### config.mk
export PLATFORM = sky130hd
export DESIGN_NAME = binary_to_radix_digits_unit
export DESIGN_NICKNAME = d
export VERILOG_FILES = /design/src/hw/rtl/b2rd_pkg.sv /design/src/hw/rtl/binary_to_radix_digits_unit.sv /design/src/hw/rtl/b2rd_ctrl.sv /design/src/hw/rtl/b2rd_dp.sv
export SDC_FILE = /design/constraint.sdc
export NUM_CORES = 1
export LEC_CHECK = 0
export BUFFER_PORTS_ARGS = -buffer_cell sky130_fd_sc_hd__buf_2
export CAP_MARGIN = 10
export CORE_AREA = 3 3 221 223
export CTS_CLUSTER_DIAMETER = 30
export CTS_CLUSTER_SIZE = 25
export DETAILED_ROUTE_END_ITERATION = 12
export DIE_AREA = 0 0 224 226
export HOLD_SLACK_MARGIN = 0.02
export PLACE_DENSITY = 0.73
export REMOVE_ABC_BUFFERS = 1
export SLEW_MARGIN = 20
export SYNTH_ARGS = -nofsm -noshare
export SYNTH_HDL_FRONTEND = slang
export SYNTH_SLANG_ARGS = --single-unit
### constraint.sdc
create_clock -name aclk -period 24.3 [get_ports aclk]
set_input_delay 3.645 -clock aclk [delete_from_list [all_inputs] [get_ports aclk]]
set_output_delay 3.645 -clock aclk [all_outputs]
set_load 0.05 [all_outputs]
### src/hw/rtl/b2rd_pkg.sv
// b2rd_pkg: shared types, constants and the digit encoding function for the
// binary to radix digits unit. No dependencies.

package b2rd_pkg;

    localparam int unsigned IN_VALUE_W = 64;
    localparam int unsigned RADIX_W    = 6;
    localparam int unsigned CHAR_W     = 8;
    localparam int unsigned CHUNK_BITS = 8;

    localparam logic [RADIX_W-1:0] RADIX_MIN  = 6'd2;
    localparam logic [RADIX_W-1:0] RADIX_MAX  = 6'd36;
    localparam logic [RADIX_W-1:0] DEC_DIGITS = 6'd10;
    localparam logic [CHAR_W-1:0]  ASCII_ZERO = 8'h30;
    localparam logic [CHAR_W-1:0]  ASCII_A    = 8'h41;
    localparam logic [CHAR_W-1:0]  ERR_CHAR   = 8'h00;

    typedef enum logic [2:0] {
        ST_IDLE,
        ST_DIVIDE,
        ST_NEXT_DIGIT,
        ST_READ,
        ST_SEND,
        ST_ERR
    } b2rd_state_t;

    typedef struct packed {
        logic load;
        logic div_step;
        logic rd_init;
        logic rd;
        logic set_err;
    } b2rd_cmd_t;

    typedef struct packed {
        logic in_radix_bad;
        logic last_chunk;
        logic quot_zero;
        logic buf_full;
        logic out_last;
    } b2rd_status_t;

    function automatic logic [CHAR_W-1:0] digit_ascii(input logic [RADIX_W-1:0] d);
        logic [CHAR_W-1:0] c;
        if (d < DEC_DIGITS) begin
            c = ASCII_ZERO + CHAR_W'(d);
        end else begin
            c = ASCII_A + CHAR_W'(d - DEC_DIGITS);
        end
        return c;
    endfunction

endpackage

### src/hw/rtl/binary_to_radix_digits_unit.sv
// binary_to_radix_digits_unit: converts an unsigned value into upper-case ASCII
// digits of radix 2..36, most significant first. Each digit comes from chunked long
// division by the radix, one quotient byte per cycle; each item then goes out by a buffer
// read and a send. A bad radix or buffer overflow gives one error item. Reset (aresetn
// low, synchronous) returns the sequencer to idle; the buffer is not cleared.

module binary_to_radix_digits_unit
    import b2rd_pkg::*;
#(
    parameter int unsigned VALUE_WIDTH = 64,
    parameter int unsigned MAX_DIGITS  = 64
) (
    input  logic                  aclk,
    input  logic                  aresetn,
    input  logic                  s_valid,
    output logic                  s_ready,
    input  logic [IN_VALUE_W-1:0] s_value,
    input  logic [RADIX_W-1:0]    s_radix,
    output logic                  m_valid,
    input  logic                  m_ready,
    output logic [CHAR_W-1:0]     m_digit_char,
    output logic                  m_last,
    output logic                  m_error
);

    b2rd_cmd_t    cmd;
    b2rd_status_t status;

    b2rd_ctrl u_ctrl (
        .aclk    (aclk),
        .aresetn (aresetn),
        .s_valid (s_valid),
        .s_ready (s_ready),
        .m_valid (m_valid),
        .m_ready (m_ready),
        .status  (status),
        .cmd     (cmd)
    );

    b2rd_dp #(
        .VALUE_WIDTH (VALUE_WIDTH),
        .MAX_DIGITS  (MAX_DIGITS)
    ) u_dp (
        .aclk         (aclk),
        .aresetn      (aresetn),
        .s_value      (s_value),
        .s_radix      (s_radix),
        .cmd          (cmd),
        .status       (status),
        .m_digit_char (m_digit_char),
        .m_last       (m_last),
        .m_error      (m_error)
    );

endmodule

### src/hw/rtl/b2rd_ctrl.sv
// b2rd_ctrl: sequencing state machine for the binary to radix digits unit.
// Depends on b2rd_pkg; drives datapath commands and the channel handshakes.

module b2rd_ctrl
    import b2rd_pkg::*;
(
    input  logic         aclk,
    input  logic         aresetn,
    input  logic         s_valid,
    output logic         s_ready,
    output logic         m_valid,
    input  logic         m_ready,
    input  b2rd_status_t status,
    output b2rd_cmd_t    cmd
);

    b2rd_state_t state_reg;
    b2rd_state_t state_next;

    always_ff @(posedge aclk) begin
        if (!aresetn) begin
            state_reg <= ST_IDLE;
        end else begin
            state_reg <= state_next;
        end
    end

    always_comb begin
        state_next = state_reg;
        unique case (state_reg)
            ST_IDLE: begin
                if (s_valid) begin
                    state_next = status.in_radix_bad ? ST_ERR : ST_DIVIDE;
                end
            end
            ST_DIVIDE: begin
                if (status.last_chunk) begin
                    state_next = ST_NEXT_DIGIT;
                end
            end
            ST_NEXT_DIGIT: begin
                if (status.quot_zero) begin
                    state_next = ST_READ;
                end else if (status.buf_full) begin
                    state_next = ST_ERR;
                end else begin
                    state_next = ST_DIVIDE;
                end
            end
            ST_READ: begin
                state_next = ST_SEND;
            end
            ST_SEND: begin
                if (m_ready) begin
                    state_next = status.out_last ? ST_IDLE : ST_READ;
                end
            end
            ST_ERR: begin
                state_next = ST_SEND;
            end
            default: begin
                state_next = ST_IDLE;
            end
        endcase
    end

    always_comb begin
        s_ready = 1'b0;
        m_valid = 1'b0;
        cmd     = '0;
        unique case (state_reg)
            ST_IDLE: begin
                s_ready  = 1'b1;
                cmd.load = s_valid;
            end
            ST_DIVIDE: begin
                cmd.div_step = 1'b1;
            end
            ST_NEXT_DIGIT: begin
                cmd.rd_init = status.quot_zero;
            end
            ST_READ: begin
                cmd.rd = 1'b1;
            end
            ST_SEND: begin
                m_valid = 1'b1;
            end
            ST_ERR: begin
                cmd.set_err = 1'b1;
            end
            default: begin
                cmd = '0;
            end
        endcase
    end

endmodule

### src/hw/rtl/b2rd_dp.sv
// b2rd_dp: datapath of the binary to radix digits unit: chunked long division
// by the radix, digit buffer memory and the result register. Depends on b2rd_pkg.

module b2rd_dp
    import b2rd_pkg::*;
#(
    parameter int unsigned VALUE_WIDTH = 64,
    parameter int unsigned MAX_DIGITS  = 64
) (
    input  logic                   aclk,
    input  logic                   aresetn,
    input  logic [IN_VALUE_W-1:0]  s_value,
    input  logic [RADIX_W-1:0]     s_radix,
    input  b2rd_cmd_t              cmd,
    output b2rd_status_t           status,
    output logic [CHAR_W-1:0]      m_digit_char,
    output logic                   m_last,
    output logic                   m_error
);

    localparam int unsigned STEPS  = (VALUE_WIDTH + CHUNK_BITS - 1) / CHUNK_BITS;
    localparam int unsigned DIV_W  = STEPS * CHUNK_BITS;
    localparam int unsigned STEP_W = (STEPS > 1) ? $clog2(STEPS) : 1;
    localparam int unsigned CNT_W  = $clog2(MAX_DIGITS + 1);
    localparam int unsigned ADDR_W = $clog2(MAX_DIGITS);

    logic [DIV_W-1:0]      val_reg;
    logic [DIV_W-1:0]      val_next;
    logic [RADIX_W-1:0]    rem_reg;
    logic [RADIX_W-1:0]    rem_next;
    logic [RADIX_W-1:0]    radix_reg;
    logic [STEP_W-1:0]     step_reg;
    logic [CNT_W-1:0]      dig_cnt_reg;
    logic [ADDR_W-1:0]     rd_ptr_reg;
    logic [CHAR_W-1:0]     rd_data_reg;
    logic                  last_reg;
    logic                  err_reg;
    logic [CHUNK_BITS-1:0] qbits;
    logic                  last_chunk;
    logic [CHAR_W-1:0]     dig_mem [MAX_DIGITS];

    // one quotient byte per cycle, restoring division
    always_comb begin
        logic [RADIX_W:0]   t;
        logic [RADIX_W-1:0] r;
        r     = rem_reg;
        qbits = '0;
        for (int i = 0; i < CHUNK_BITS; i++) begin
            t = {r, val_reg[DIV_W-1-i]};
            if (t >= {1'b0, radix_reg}) begin
                r                   = RADIX_W'(t - {1'b0, radix_reg});
                qbits[CHUNK_BITS-1-i] = 1'b1;
            end else begin
                r = t[RADIX_W-1:0];
            end
        end
        rem_next = r;
        val_next = (val_reg << CHUNK_BITS) | DIV_W'(qbits);
    end

    assign last_chunk = (step_reg == STEP_W'(STEPS - 1));

    always_ff @(posedge aclk) begin
        if (!aresetn) begin
            step_reg    <= '0;
            dig_cnt_reg <= '0;
            rd_ptr_reg  <= '0;
            rem_reg     <= '0;
        end else begin
            if (cmd.load) begin
                step_reg    <= '0;
                dig_cnt_reg <= '0;
                rem_reg     <= '0;
            end else if (cmd.div_step) begin
                if (last_chunk) begin
                    step_reg    <= '0;
                    rem_reg     <= '0;
                    dig_cnt_reg <= dig_cnt_reg + CNT_W'(1);
                end else begin
                    step_reg <= step_reg + STEP_W'(1);
                    rem_reg  <= rem_next;
                end
            end
            if (cmd.rd_init) begin
                rd_ptr_reg <= ADDR_W'(dig_cnt_reg - CNT_W'(1));
            end else if (cmd.rd) begin
                rd_ptr_reg <= rd_ptr_reg - ADDR_W'(1);
            end
        end
    end

    always_ff @(posedge aclk) begin
        if (cmd.load) begin
            val_reg   <= DIV_W'(s_value[VALUE_WIDTH-1:0]);
            radix_reg <= s_radix;
        end else if (cmd.div_step) begin
            val_reg <= val_next;
        end
        if (cmd.rd) begin
            last_reg <= (rd_ptr_reg == '0);
            err_reg  <= 1'b0;
        end else if (cmd.set_err) begin
            last_reg <= 1'b1;
            err_reg  <= 1'b1;
        end
    end

    // digit buffer
    always_ff @(posedge aclk) begin
        if (cmd.div_step && last_chunk) begin
            dig_mem[dig_cnt_reg[ADDR_W-1:0]] <= digit_ascii(rem_next);
        end
        if (cmd.rd) begin
            rd_data_reg <= dig_mem[rd_ptr_reg];
        end
    end

    assign status.in_radix_bad = (s_radix < RADIX_MIN) || (s_radix > RADIX_MAX);
    assign status.last_chunk   = last_chunk;
    assign status.quot_zero    = (val_reg == '0);
    assign status.buf_full     = (dig_cnt_reg == CNT_W'(MAX_DIGITS));
    assign status.out_last     = last_reg;

    assign m_digit_char = err_reg ? ERR_CHAR : rd_data_reg;
    assign m_last       = last_reg;
    assign m_error      = err_reg;

`ifndef SYNTHESIS
    a_rem_below_radix: assert property (@(posedge aclk) disable iff (!aresetn)
        cmd.div_step |-> (rem_reg < radix_reg))
        else $error("remainder not below radix");

    a_cnt_bounded: assert property (@(posedge aclk) disable iff (!aresetn)
        dig_cnt_reg <= CNT_W'(MAX_DIGITS))
        else $error("digit count beyond buffer depth");

    a_no_write_when_full: assert property (@(posedge aclk) disable iff (!aresetn)
        (cmd.div_step && last_chunk) |-> (dig_cnt_reg < CNT_W'(MAX_DIGITS)))
        else $error("digit written into full buffer");

    a_err_is_last: assert property (@(posedge aclk) disable iff (!aresetn)
        $past(cmd.set_err) |-> (err_reg && last_reg))
        else $error("error item not marked last");
`endif

endmodule

==> out/results.ini <==
[clocking]
postCtsHoldBufs = 0
cts_root_buffer = clkbuf_16
cts_buffers = 103
clock_path_buffers = 3
insertion_delay_ps = 640
cts_htree_levels = 3
ctsResizeCount = 0
postCtsSetupRepairBufs = 0
clk_pin_slew_ps = 50
cts.sinks = 617
cts_tree = done

[synth]
synth_top_family_by_area = multiplexers
yosys_warnings = 0
yosys.area_share.xor_xnor = 0.0144
synth-edff-count = 591
avgSynthCellArea_um2 = 14.4
synthMuxAreaShare = 0.116
syn_inst = 1948
seq_area_frac_synth = 0.652
netlist_area_um2 = 28000
async_reset_ff_frac = 0
synth_compound_area_frac = 0.0771
synth-seq-cells = 617
yosys_most_used_dff = edfxtp_1
synthAdderAreaFrac = 0.0307
synth_cell_types = 95
yosys.area_share.simple = 0.0898

[critical_path]
r2r-start = u_dp.radix_reg[1]$_DFFE_PP_
cp-end-kind = register
rrSetupSlack_ps = 3890
cp.arrival_ps = 20760
path_max_fanout = 42
cp-start-kind = register
cp.required_ps = 24660
cpMaxStageDelayCell = a221oi_2
rr_worst_depth = 79
path_class = register to register
reg2reg_to = u_dp.dig_mem[48][1]$_DFFE_PP_
max_stage_delay_ps = 760

[finish]
fillers = 2993
stdcell_area_um2 = 32700
layout-drive-gt1-share = 0.207
ff_latch_area_um2 = 18300
antenna_cells = 0
nets = 2203
largest_reg_flops = 512
layoutNonFillerInstCount = 2761
multiInputGateArea_um2 = 9260
final_cell_mix = 591 x edfxtp_1, 221 x nand2_1, 182 x nor2_1
syn_to_final_growth_pct = 16.8
layout_commonest_cell = edfxtp_1

[detailed_routing]
routed_wl_mm = 67.9
drtPass1Iterations = 5
dr_total_vias = 17400
drtAntennaViolNets = 0
drc_errors = 0
drt-initial-drc-count = 1682
wire_per_inst_um = 24.6
vias_per_cell = 6.31

[die]
core_area_um2 = 46800
die-area_um2 = 50600
io_pins = 86
fp.dieH_um = 226
die_w_um = 224
rows = 79
initial_core_util = 0.600

[timing]
max_freq_ghz = 0.0490
finalCritPeriodShare = 0.840
tightest_slew_ps = 1110
min_period_ps = 20410
finalSetupViolations = 0
rsz0062_at_grt = no
clock-skew-final_ps = 26.0
whs_ps = 469
tns_ps = 0
final-max-slew-violation-count = 0
hold_violations = 0
relSlewSlack = 0.257

[worst_hold_path]
hold_class = register to register
min_to = u_dp.step_reg[2]$_SDFFE_PP0P_
worstHoldStart = u_dp.step_reg[2]$_SDFFE_PP0P_
holdPathStages = 2

[grt]
grt_pass1_wl_mm = 104
grt-ovfl-total = 0
grt_pass1_vias = 17500
grtUsageTotal = 0.272
antenna_found_initial = 0
grt_max_degree = 70

[placed_design]
dpl_cell_area_um2 = 29000
placed_cells = 2566
place.gp.congestion = 0.880
portBuffers = 85
dp_hpwl_mm = 41.6

[flow_run]
maxCapViolCount = 0

[run_status]
outcome = complete, no violations

## critical path: cells and delay by family, from the launching register on
| kind | cells | cell delay [ps] |
|---|---|---|
| compound gates | 40 | 10270 |
| fa+ha+maj | 9 | 2810 |
| buf+inv | 4 | 1410 |
| flops | 1 | 500 |
| mux | 5 | 1790 |
| simple gates | 21 | 3370 |
## synthesized netlist by cell type (all sizes together) (22+ instances only)
cell | n | area (um2)
o21ai | 43 | 234
o221ai | 25 | 219
a21o | 27 | 204
xnor2 | 26 | 228
nor3 | 27 | 151
nor2 | 184 | 706
mux4 | 86 | 1940
edfxtp | 591 | 17700
nand3 | 28 | 158
clkbuf | 70 | 263
nand2 | 224 | 848
inv | 50 | 190
mux2i | 115 | 1150
buf | 22 | 119
o22ai | 29 | 181
dfxtp | 26 | 521
ha | 56 | 701
a21oi | 89 | 502
## logic make-up (layout without fill, tap and decap cells)
family                     count (synthesis)  in the layout
AOI/OAI and AO/OA                        301            301
xor gates and xnor gates                  46             46
adders and majority gates                 64             64
buffers and inverters                    144            350
DFF                                      617            617
muxes                                    214            214
and+or+nand+nor                          562            562
## area by class of cell
cell class              instances  share of cell area
flip-flops and latches        617               0.558
inverters                      52             0.00604
clock inverters                84              0.0317
clock buffers                 110              0.0802
repair buffers                104              0.0180
well taps                     607              0.0232
multi-input cells            1187               0.283
## per-stage QoR
| stage | worst slack (ps) | utilization |
|---|---|---|
| 6_report | 3890 | 0.700 |
| 5_1_grt | 2200 | 0.700 |
| 4_1_cts | 3840 | 0.699 |
| 3_5_place_dp | 3940 | 0.621 |
| 3_3_place_gp | 4700 | 0.621 |
| 2_1_floorplan | 4800 | - |
## worst max path at each step
stage,start,end
after floorplan,u_dp.radix_reg[1]$_DFFE_PP_,u_dp.dig_mem[0][1]$_DFFE_PP_
after global placement,u_dp.radix_reg[1]$_DFFE_PP_,u_dp.dig_mem[0][0]$_DFFE_PP_
after detailed placement,u_dp.radix_reg[1]$_DFFE_PP_,u_dp.dig_mem[1][0]$_DFFE_PP_
after CTS,u_dp.radix_reg[1]$_DFFE_PP_,u_dp.dig_mem[4][0]$_DFFE_PP_
after global routing,u_dp.radix_reg[1]$_DFFE_PP_,u_dp.dig_mem[49][1]$_DFFE_PP_
final,u_dp.radix_reg[1]$_DFFE_PP_,u_dp.dig_mem[48][1]$_DFFE_PP_
## routing by layer
layer	vias to the layer above	wire, um	GRT usage
met1	8723	27700	0.381
met4	0	2140	0.100
met2	766	32900	0.434
met3	149	5240	0.0493
li1	7783	-	-
met5	-	0	0
Power is not shown: default switching activity piles up to over one toggle a cycle in this logic, so the estimate is an artifact.
